===== config.mk =====
export PLATFORM = sky130hd
export DESIGN_NAME = debounced_led_pattern_sequencer_unit
export DESIGN_NICKNAME = d
export VERILOG_FILES = /design/src/dlps_pkg.sv /design/src/debounced_led_pattern_sequencer_unit.sv /design/src/dlps_regs.sv /design/src/dlps_div.sv
export VERILOG_INCLUDE_DIRS = /design/src /design/src/src
export SDC_FILE = /design/constraint.sdc
export NUM_CORES = 1
export LEC_CHECK = 0
export BUFFER_PORTS_ARGS = -buffer_cell sky130_fd_sc_hd__clkbuf_2
export CAP_MARGIN = 10
export CORE_MARGIN = 2
export CORE_UTILIZATION = 50
export DETAILED_ROUTE_END_ITERATION = 10
export HOLD_SLACK_MARGIN = 0.12
export PLACE_DENSITY = 0.79
export SETUP_SLACK_MARGIN = 0.3
export SKIP_LAST_GASP = 1
export SLEW_MARGIN = 5
export SYNTH_ARGS = -nofsm -noshare
export SYNTH_HDL_FRONTEND = slang
export SYNTH_SLANG_ARGS = --single-unit

===== constraint.sdc =====
create_clock -name clk_i -period 19.2 [get_ports clk_i]
set_input_delay 0 -clock clk_i [delete_from_list [all_inputs] [get_ports clk_i]]
set_output_delay 0 -clock clk_i [all_outputs]
set_load 0.05 [all_outputs]

===== src/debounced_led_pattern_sequencer_unit_assert.svh =====
// assertion macros for the led pattern sequencer
// depends on clk_i and rst_ni in the including module
`ifndef DEBOUNCED_LED_PATTERN_SEQUENCER_UNIT_ASSERT_SVH
`define DEBOUNCED_LED_PATTERN_SEQUENCER_UNIT_ASSERT_SVH

// same-cycle implication
`define DLPS_ASSERT_IMPL(label, ante, cons) \
  label: assert property (@(posedge clk_i) disable iff (!rst_ni) (ante) |-> (cons)) \
    else $error("dlps assertion failed");

// next-cycle implication
`define DLPS_ASSERT_NEXT(label, ante, cons) \
  label: assert property (@(posedge clk_i) disable iff (!rst_ni) (ante) |=> (cons)) \
    else $error("dlps assertion failed");

`endif


===== src/dlps_pkg.sv =====
// shared types, codes and constants of the led pattern sequencer
// no dependencies
package dlps_pkg;

  localparam int unsigned ADDR_W = 5;

  localparam logic [15:0] CLOCK_STEP = 16'd2;
  localparam logic [7:0]  FRACT_STEP = 8'd6;
  localparam logic [7:0]  FRACT_WRAP = 8'd125;
  localparam logic [7:0]  FULL_LEVEL = 8'd255;

  localparam logic [7:0]  THRESH_RST     = 8'd20;
  localparam logic [15:0] BLINK_MS_RST   = 16'd1000;
  localparam logic [15:0] FADE_RAMP_RST  = 16'd350;
  localparam logic [15:0] FADE_HOLD_RST  = 16'd300;

  // fade phase codes
  localparam logic [2:0] FP_UP_ONE    = 3'd0;
  localparam logic [2:0] FP_HOLD_ONE  = 3'd1;
  localparam logic [2:0] FP_DOWN_ONE  = 3'd2;
  localparam logic [2:0] FP_UP_TWO    = 3'd3;
  localparam logic [2:0] FP_HOLD_TWO  = 3'd4;
  localparam logic [2:0] FP_DOWN_TWO  = 3'd5;

  typedef enum logic [1:0] {
    MODE_DARK,
    MODE_ON,
    MODE_BLINK,
    MODE_FADE
  } mode_e;

  typedef enum logic [2:0] {
    REG_THRESH,
    REG_BLINK_FIRST,
    REG_BLINK_SECOND,
    REG_FADE_UP,
    REG_FADE_HOLD,
    REG_FADE_DOWN
  } reg_idx_e;

  typedef enum logic {
    ST_IDLE,
    ST_DIV
  } state_e;

  typedef struct packed {
    logic [7:0]  thresh;
    logic [15:0] blink_first;
    logic [15:0] blink_second;
    logic [15:0] fade_up;
    logic [15:0] fade_hold;
    logic [15:0] fade_down;
  } cfg_t;

  typedef struct packed {
    logic       busy;
    logic       done;
    logic [7:0] quot;
    logic       rem_nz;
  } div_res_t;

  // length of a fade phase, unused codes fall back to the ramp up length
  function automatic logic [15:0] fade_len(input logic [2:0] ph, input cfg_t cfg);
    logic [15:0] len;
    case (ph) inside
      FP_HOLD_ONE, FP_HOLD_TWO: len = cfg.fade_hold;
      FP_DOWN_ONE, FP_DOWN_TWO: len = cfg.fade_down;
      default:                  len = cfg.fade_up;
    endcase
    return len;
  endfunction

endpackage


===== src/debounced_led_pattern_sequencer_unit.sv =====
// result: registered from the input beat and valid in the cycle after it, on fading ramp ticks
//   once the divider is done; one beat per cycle outside fading ramps while results are taken,
//   on ramps no new beat until the eight step restoring divider has formed the ramp level
// reset: asynchronous active low, clears the clock, debounce and led state,
//   mode starts in fading, registers take their documented defaults
`include "debounced_led_pattern_sequencer_unit_assert.svh"

module debounced_led_pattern_sequencer_unit (
  input  logic                        clk_i,
  input  logic                        rst_ni,
  input  logic                        psel,
  input  logic                        penable,
  input  logic                        pwrite,
  input  logic [dlps_pkg::ADDR_W-1:0] paddr,
  input  logic [31:0]                 pwdata,
  output logic [31:0]                 prdata,
  output logic                        pready,
  input  logic                        in_valid_i,
  output logic                        in_ready_o,
  input  logic                        button_down_i,
  output logic                        out_valid_o,
  input  logic                        out_ready_i,
  output logic [7:0]                  led_one_level_o,
  output logic [7:0]                  led_two_level_o,
  output logic [1:0]                  current_mode_o,
  output logic                        button_latched_o
);
  import dlps_pkg::*;

  cfg_t     cfg;
  div_res_t div_res;

  state_e      state_q, state_d;
  logic [15:0] millis_q, millis_d;
  logic [6:0]  frac_q, frac_d;
  logic [7:0]  press_q, press_d, release_q, release_d;
  logic        pressed_q, pressed_d;
  mode_e       mode_q, mode_d;
  logic        blink_q, blink_d;
  logic [2:0]  fade_q, fade_d;
  logic [15:0] pstart_q, pstart_d;
  logic [7:0]  led_one_q, led_one_d, led_two_q, led_two_d;
  logic        out_valid_q;

  logic        in_fire, out_fire, need_div, div_start;
  logic [7:0]  fr_sum, press_inc, release_inc;
  logic [15:0] elapsed, e_use, len;
  logic [23:0] num;
  logic [8:0]  ceil_q;
  logic [7:0]  down_level;

  dlps_regs u_regs (
    .clk_i   (clk_i),
    .rst_ni  (rst_ni),
    .psel    (psel),
    .penable (penable),
    .pwrite  (pwrite),
    .paddr   (paddr),
    .pwdata  (pwdata),
    .prdata  (prdata),
    .pready  (pready),
    .cfg_o   (cfg)
  );

  assign in_fire  = in_valid_i && in_ready_o;
  assign out_fire = out_valid_q && out_ready_i;

  // tick: clock, debounce, mode and led update
  always_comb begin
    fr_sum      = {1'b0, frac_q} + FRACT_STEP;
    millis_d    = millis_q + CLOCK_STEP;
    frac_d      = fr_sum[6:0];
    if (fr_sum >= FRACT_WRAP) begin
      frac_d   = 7'(fr_sum - FRACT_WRAP);
      millis_d = millis_q + CLOCK_STEP + 16'd1;
    end

    press_inc   = (press_q == 8'hFF) ? press_q : press_q + 8'd1;
    release_inc = (release_q == 8'hFF) ? release_q : release_q + 8'd1;
    press_d     = press_q;
    release_d   = release_q;
    pressed_d   = pressed_q;
    mode_d      = mode_q;
    if (button_down_i) begin
      if (!pressed_q) begin
        press_d = press_inc;
        if (press_inc > cfg.thresh) begin
          pressed_d = 1'b1;
          mode_d    = mode_e'(mode_q + 2'd1);
        end
      end
      release_d = 8'd0;
    end else begin
      if (pressed_q) begin
        release_d = release_inc;
        if (release_inc > cfg.thresh) pressed_d = 1'b0;
      end
      press_d = 8'd0;
    end

    elapsed   = millis_d - pstart_q;
    e_use     = elapsed;
    len       = 16'd0;
    blink_d   = blink_q;
    fade_d    = fade_q;
    pstart_d  = pstart_q;
    led_one_d = led_one_q;
    led_two_d = led_two_q;
    need_div  = 1'b0;
    case (mode_d)
      MODE_DARK: begin
        led_one_d = 8'd0;
        led_two_d = 8'd0;
      end
      MODE_ON: begin
        led_one_d = FULL_LEVEL;
        led_two_d = FULL_LEVEL;
      end
      MODE_BLINK: begin
        len = blink_q ? cfg.blink_second : cfg.blink_first;
        if (elapsed >= len) begin
          pstart_d  = millis_d;
          blink_d   = !blink_q;
          led_one_d = blink_q ? 8'd0 : FULL_LEVEL;
          led_two_d = blink_q ? FULL_LEVEL : 8'd0;
        end
      end
      default: begin
        if (elapsed >= fade_len(fade_q, cfg)) begin
          pstart_d = millis_d;
          fade_d   = (fade_q >= FP_DOWN_TWO) ? FP_UP_ONE : fade_q + 3'd1;
          e_use    = 16'd0;
        end
        len       = fade_len(fade_d, cfg);
        led_one_d = 8'd0;
        led_two_d = 8'd0;
        case (fade_d)
          FP_UP_ONE: begin
            if (len == 16'd0) led_one_d = FULL_LEVEL;
            else need_div = 1'b1;
          end
          FP_HOLD_ONE: led_one_d = FULL_LEVEL;
          FP_DOWN_ONE: begin
            if (len != 16'd0) need_div = 1'b1;
          end
          FP_UP_TWO: begin
            if (len == 16'd0) led_two_d = FULL_LEVEL;
            else need_div = 1'b1;
          end
          FP_HOLD_TWO: led_two_d = FULL_LEVEL;
          FP_DOWN_TWO: begin
            if (len != 16'd0) need_div = 1'b1;
          end
          default: begin
            led_one_d = 8'd0;
            led_two_d = 8'd0;
          end
        endcase
      end
    endcase
  end

  // 255 * elapsed as shift and subtract
  assign num = {e_use, 8'd0} - {8'd0, e_use};

  dlps_div u_div (
    .clk_i   (clk_i),
    .rst_ni  (rst_ni),
    .start_i (div_start),
    .num_i   (num),
    .den_i   (len),
    .res_o   (div_res)
  );

  // ramp down level from the rounded up quotient
  assign ceil_q     = {1'b0, div_res.quot} + {8'd0, div_res.rem_nz};
  assign down_level = (ceil_q > {1'b0, FULL_LEVEL}) ? 8'd0 : FULL_LEVEL - ceil_q[7:0];

  // sequencer next state
  always_comb begin
    state_d = state_q;
    case (state_q)
      ST_IDLE: if (in_fire && need_div) state_d = ST_DIV;
      ST_DIV:  if (div_res.done) state_d = ST_IDLE;
      default: state_d = ST_IDLE;
    endcase
  end

  // sequencer outputs
  always_comb begin
    in_ready_o = 1'b0;
    div_start  = 1'b0;
    case (state_q)
      ST_IDLE: begin
        in_ready_o = !out_valid_q || out_ready_i;
        div_start  = in_fire && need_div;
      end
      ST_DIV:  in_ready_o = 1'b0;
      default: in_ready_o = 1'b0;
    endcase
  end

  // state registers
  always_ff @(posedge clk_i or negedge rst_ni) begin
    if (!rst_ni) begin
      state_q     <= ST_IDLE;
      millis_q    <= 16'd0;
      frac_q      <= 7'd0;
      press_q     <= 8'd0;
      release_q   <= 8'd0;
      pressed_q   <= 1'b0;
      mode_q      <= MODE_FADE;
      blink_q     <= 1'b0;
      fade_q      <= FP_UP_ONE;
      pstart_q    <= 16'd0;
      led_one_q   <= 8'd0;
      led_two_q   <= 8'd0;
      out_valid_q <= 1'b0;
    end else begin
      state_q <= state_d;
      if (in_fire) begin
        millis_q    <= millis_d;
        frac_q      <= frac_d;
        press_q     <= press_d;
        release_q   <= release_d;
        pressed_q   <= pressed_d;
        mode_q      <= mode_d;
        blink_q     <= blink_d;
        fade_q      <= fade_d;
        pstart_q    <= pstart_d;
        led_one_q   <= led_one_d;
        led_two_q   <= led_two_d;
        out_valid_q <= !need_div;
      end else if (state_q == ST_DIV && div_res.done) begin
        case (fade_q)
          FP_UP_ONE:   led_one_q <= div_res.quot;
          FP_DOWN_ONE: led_one_q <= down_level;
          FP_UP_TWO:   led_two_q <= div_res.quot;
          FP_DOWN_TWO: led_two_q <= down_level;
          default:     led_one_q <= led_one_q;
        endcase
        out_valid_q <= 1'b1;
      end else if (out_fire) begin
        out_valid_q <= 1'b0;
      end
    end
  end

  assign out_valid_o      = out_valid_q;
  assign led_one_level_o  = led_one_q;
  assign led_two_level_o  = led_two_q;
  assign current_mode_o   = mode_q;
  assign button_latched_o = pressed_q;

  // divider idles whenever a new beat can be taken
  `DLPS_ASSERT_IMPL(a_ready_div_idle, in_ready_o, !div_res.busy)
  // divider completion only lands while the sequencer waits for it
  `DLPS_ASSERT_IMPL(a_done_in_div, div_res.done, state_q == ST_DIV)
  // ticks that need no division give their result directly, without the divider
  `DLPS_ASSERT_NEXT(a_direct_result, in_fire && !need_div, out_valid_o && state_q == ST_IDLE)
  // fade phase never leaves its six codes
  `DLPS_ASSERT_IMPL(a_fade_phase_range, 1'b1, fade_q != 3'd6 && fade_q != 3'd7)

endmodule


===== src/dlps_regs.sv =====
// apb configuration registers of the led pattern sequencer
// depends on dlps_pkg
module dlps_regs (
  input  logic                        clk_i,
  input  logic                        rst_ni,
  input  logic                        psel,
  input  logic                        penable,
  input  logic                        pwrite,
  input  logic [dlps_pkg::ADDR_W-1:0] paddr,
  input  logic [31:0]                 pwdata,
  output logic [31:0]                 prdata,
  output logic                        pready,
  output dlps_pkg::cfg_t              cfg_o
);
  import dlps_pkg::*;

  cfg_t     cfg_q, cfg_d;
  reg_idx_e idx;
  logic     wr_en;

  assign pready = 1'b1;
  assign idx    = reg_idx_e'(paddr[ADDR_W-1:2]);
  assign wr_en  = psel && penable && pwrite && pready;

  // register write decode
  always_comb begin
    cfg_d = cfg_q;
    if (wr_en) begin
      case (idx)
        REG_THRESH:       cfg_d.thresh       = pwdata[7:0];
        REG_BLINK_FIRST:  cfg_d.blink_first  = pwdata[15:0];
        REG_BLINK_SECOND: cfg_d.blink_second = pwdata[15:0];
        REG_FADE_UP:      cfg_d.fade_up      = pwdata[15:0];
        REG_FADE_HOLD:    cfg_d.fade_hold    = pwdata[15:0];
        REG_FADE_DOWN:    cfg_d.fade_down    = pwdata[15:0];
        default:          cfg_d = cfg_q;
      endcase
    end
  end

  always_ff @(posedge clk_i or negedge rst_ni) begin
    if (!rst_ni) begin
      cfg_q.thresh       <= THRESH_RST;
      cfg_q.blink_first  <= BLINK_MS_RST;
      cfg_q.blink_second <= BLINK_MS_RST;
      cfg_q.fade_up      <= FADE_RAMP_RST;
      cfg_q.fade_hold    <= FADE_HOLD_RST;
      cfg_q.fade_down    <= FADE_RAMP_RST;
    end else begin
      cfg_q <= cfg_d;
    end
  end

  // read mux
  always_comb begin
    case (idx)
      REG_THRESH:       prdata = {24'd0, cfg_q.thresh};
      REG_BLINK_FIRST:  prdata = {16'd0, cfg_q.blink_first};
      REG_BLINK_SECOND: prdata = {16'd0, cfg_q.blink_second};
      REG_FADE_UP:      prdata = {16'd0, cfg_q.fade_up};
      REG_FADE_HOLD:    prdata = {16'd0, cfg_q.fade_hold};
      REG_FADE_DOWN:    prdata = {16'd0, cfg_q.fade_down};
      default:          prdata = 32'd0;
    endcase
  end

  assign cfg_o = cfg_q;

endmodule


===== src/dlps_div.sv =====
// restoring divider, one quotient bit per cycle, eight bit quotient
// depends on dlps_pkg; numerator must stay below 256 times the divisor
module dlps_div (
  input  logic               clk_i,
  input  logic               rst_ni,
  input  logic               start_i,
  input  logic [23:0]        num_i,
  input  logic [15:0]        den_i,
  output dlps_pkg::div_res_t res_o
);
  import dlps_pkg::*;

  logic [15:0] rem_q, den_q;
  logic [7:0]  low_q, quot_q;
  logic [2:0]  cnt_q;
  logic        busy_q, done_q;
  logic [16:0] trial, diff;
  logic        ge;

  // one shift and trial subtract
  assign trial = {rem_q, low_q[7]};
  assign diff  = trial - {1'b0, den_q};
  assign ge    = trial >= {1'b0, den_q};

  // control
  always_ff @(posedge clk_i or negedge rst_ni) begin
    if (!rst_ni) begin
      busy_q <= 1'b0;
      done_q <= 1'b0;
      cnt_q  <= 3'd0;
    end else begin
      done_q <= 1'b0;
      if (start_i) begin
        busy_q <= 1'b1;
        cnt_q  <= 3'd7;
      end else if (busy_q) begin
        if (cnt_q == 3'd0) begin
          busy_q <= 1'b0;
          done_q <= 1'b1;
        end else begin
          cnt_q <= cnt_q - 3'd1;
        end
      end
    end
  end

  // datapath
  always_ff @(posedge clk_i) begin
    if (start_i) begin
      rem_q  <= num_i[23:8];
      low_q  <= num_i[7:0];
      den_q  <= den_i;
      quot_q <= 8'd0;
    end else if (busy_q) begin
      rem_q  <= ge ? diff[15:0] : trial[15:0];
      low_q  <= {low_q[6:0], 1'b0};
      quot_q <= {quot_q[6:0], ge};
    end
  end

  assign res_o.busy   = busy_q;
  assign res_o.done   = done_q;
  assign res_o.quot   = quot_q;
  assign res_o.rem_nz = rem_q != 16'd0;

endmodule


==> flow_metrics.env <==
export IMPL_portBuffers=63
export IMPL_critical_path_class="reg -> reg"
export IMPL_drt_wl_total_mm=42.9
export IMPL_finalMaxSlewViolations=0
export IMPL_synth_seq_area_share_pct=35.3
export IMPL_grt_usage_pct=25.2
export IMPL_wl_per_cell_um=19.4
export IMPL_maxCapViolations=0
export IMPL_antenna_cells=0
export IMPL_cp_arrival_ns=10.55
export IMPL_antenna_found_initial=0
export IMPL_dr_total_vias=13900
export IMPL_via_per_inst=6.26
export IMPL_yosys_mux_area_fraction_pct=13.9
export IMPL_clock_skew_ns=0.0200
export IMPL_period_needed_ns=10.31
export IMPL_synthArstFlopShare_pct=78.3
export IMPL_max_stage_delay_ns=0.64
export IMPL_drive_gt1_share_pct=18.5
export IMPL_synth_ff_type="dfrtp_1"
export IMPL_rsz0062_at_grt="no"
export IMPL_clk_pin_slew_ns=0.06
export IMPL_synthTopCellsByArea="dfrtp_1 (22%), mux2_2 (9.3%), ha_1 (8.2%), edfxtp_1 (7.4%), dfstp_2 (5.2%)"
export IMPL_drt_iter0_drc=1431
export IMPL_cts_setup_buffers=0
export IMPL_ys_warnings_count=0
export IMPL_min_period_over_period_pct=53.7
export IMPL_clock_path_buffers=3
export IMPL_dpl_cell_area_um2=16800
export IMPL_relSlewSlack_pct=19.4
export IMPL_fin_tns_setup_ns=0
export IMPL_synth_top_family_by_area="compound AO/OA/AOI/OAI gates"
export IMPL_cp_max_fo=16
export IMPL_drc=0
export IMPL_initial_core_util_pct=51.1
export IMPL_synth_area_um2=16200
export IMPL_htree_levels=1
export IMPL_synth_distinct_cells=98
export IMPL_tightest_slew_ns=1.21
export IMPL_hpwl_mm=31.0
export IMPL_grt_pass1_vias=13700
export IMPL_fin_nets=1916
export IMPL_grt_max_degree=64
export IMPL_synth_area_per_cell_um2=9.45
export IMPL_first_pass_iters=9
export IMPL_syn_inst=1718
export IMPL_max_freq_mhz=97.0
export IMPL_min_path_type="in -> async"
export IMPL_synth_compound_area_share_pct=17.9
export IMPL_worst_setup_path_end_kind="flip-flop"
export IMPL_crit_required_ns=19.44
export IMPL_fin_ws_ns=8.89
export IMPL_clk_latency_ns=0.53
export IMPL_finalSetupViolCount=0
export IMPL_overflow=0
export IMPL_cts_made_buffers=25
export IMPL_die_h_um=184
export IMPL_cts_tree="done"
export IMPL_hold_violations=0
export IMPL_root_buffer="clkbuf_16"
export IMPL_synth_seq_cells=221
export IMPL_synthSimpleGateAreaFrac_pct=15.5
export IMPL_drtAntennaViolNets=0
export IMPL_place_ws_ns=9.09
export IMPL_ios=99
export IMPL_rows=65
export IMPL_place_gp_congestion=0.931
export IMPL_grt_pass1_wl_mm=69.4
export IMPL_stdcell_area_um2=17900
export IMPL_area_growth_pct=10.3
export IMPL_synth_xor_area_share_pct=3.87
export IMPL_synthAdderAreaFrac_pct=8.55
export IMPL_synth_area_leader_cell="dfrtp_1"
export IMPL_clock_sinks=221
export IMPL_dieArea_um2=33900
export IMPL_synth_edf_count=40
export IMPL_crit_slowest_cell="xnor2_1"
export IMPL_nFillCells=2664
export IMPL_cp_start_kind="flip-flop"
export IMPL_status="complete, no violations"
export IMPL_yosysTopAreaCellShare_pct=21.7
export IMPL_finish_utilization_pct=56.4
export IMPL_cp_common_cell="a21oi_1"
export IMPL_die_w_um=184
export IMPL_core_area_um2=31800
[cell families (layout without fill, tap and decap cells)]
group / count (synthesis) / in the layout
simple gates: 499 / 499
compound gates: 418 / 418
flops: 221 / 221
mux: 208 / 208
buf+inv: 189 / 236
fa+ha+maj: 110 / 110
xor+xnor: 71 / 71
other cells: 2 / 17
[registers in the layout, summed over array words and instances, names as in the netlist, 2 cells and up]
signal	flops
frac_q	7
fade_q	3
release_q	8
pstart_q	16
u_div.low_q	8
led_one_level_o	8
millis_q	16
u_regs.cfg_o	88
led_two_level_o	8
current_mode_o	2
u_div.den_q	16
u_div.quot_q	8
press_q	8
u_div.cnt_q	3
u_div.rem_q	16
[critical path: cells and delay by family, from the launching register on]
| family | cells | cell delay, ns |
|---|---|---|
| muxes | 2 | 0.32 |
| AOI/OAI and AO/OA | 20 | 4.25 |
| DFF | 1 | 0.49 |
| buffers and inverters | 1 | 0.13 |
| adders and majority gates | 4 | 1.50 |
| and+or+nand+nor | 8 | 2.21 |
| xor gates and xnor gates | 3 | 1.11 |
[final cells by class]
type / instances / area (um^2) / area share, %
repair buffers: 102 / 684 / 3.82
multi-input cells: 1323 / 9780 / 54.6
inverters: 89 / 334 / 1.86
well taps: 435 / 544 / 3.04
flip-flops and latches: 221 / 5730 / 32.0
clock inverters: 8 / 71.3 / 0.398
clock buffers: 37 / 774 / 4.32
[synth_stat cells, drive strengths merged (45+ instances only)]
cell type and n:
inv 89, dfrtp 141, a21oi 85, nor3 48, ha 107, nor2 120
mux2 134, o21ai 90, xnor2 45, mux2i 73, nand2 135, clkbuf 60
[timing repair]
item | in CTS | in global routing
hold buffers | 24 | 0
hold endpoints to repair | 159 | 0
gates resized for setup | 0 | 0
[placed cells by master (no fill, tap or decap), types with 11 or more instances in the layout]
cell           netlist  layout
clkbuf_16            0      28
o21a_1              22      22
clkbuf_2             1      62
nand3_1             38      38
buf_4               20      15
a222oi_1            14      14
edfxtp_1            40      40
and2_1              12      12
ha_1               107     107
o21ai_0             88      88
nand2b_1            16      16
nand4_1             17      17
mux2_2             134     134
mux2i_1             73      72
xnor2_1             44      44
nor3_1              46      44
xor2_1              26      26
dfrtp_1            141     141
and3_1              22      22
a211oi_1            11      11
nor4_1              23      23
dfstp_2             32      32
o31ai_1             11      11
conb_1               2      17
a21o_1              18      18
a21oi_1             83      83
o22ai_1             32      32
dlygate4sd3_1        0      23
nor2b_1             21      21
a22oi_1             22      22
inv_1               87      87
a22o_1              22      22
nor2_1             120     116
nand2_1            133     133
[per-layer routing]
metal	global-route usage, %	part of all wire [%]
met4	10.4	4.1
met1	33.2	43
met5	1.04	0.10
met3	4.03	6.8
met2	41.3	46
[per-stage QoR]
step                instances  hold WS (ns)
finish                   2215         0.152
global route             2215         0.191
CTS                      2215         0.170
detailed placement       2146       0.00307
global placement         2146      -0.00208
floorplan                1733        -0.296
[path summary, 6_finish.rpt]
| kind | endpoint | slack [ns] | start | cells past startpoint |
|---|---|---|---|---|
| max in group asynchronous | frac_q[6] | 18.14 | rst_ni | 3 |
| max reg2reg | u_div.rem_q[12] | 8.89 | frac_q[1] | 38 |
| min reg2reg | u_div.done_q | 0.48 | u_div.cnt_q[2] | 1 |
| min | u_regs.cfg_o[73] | 0.15 | rst_ni | 2 |
| min in group clk_i | fade_q[1] | 0.27 | out_ready_i | 6 |
| max | u_div.rem_q[12] | 8.89 | frac_q[1] | 38 |
Power is left out: the tool's default activity adds up to more than one toggle a clock period on the data nets, which glitch-free logic cannot reach.
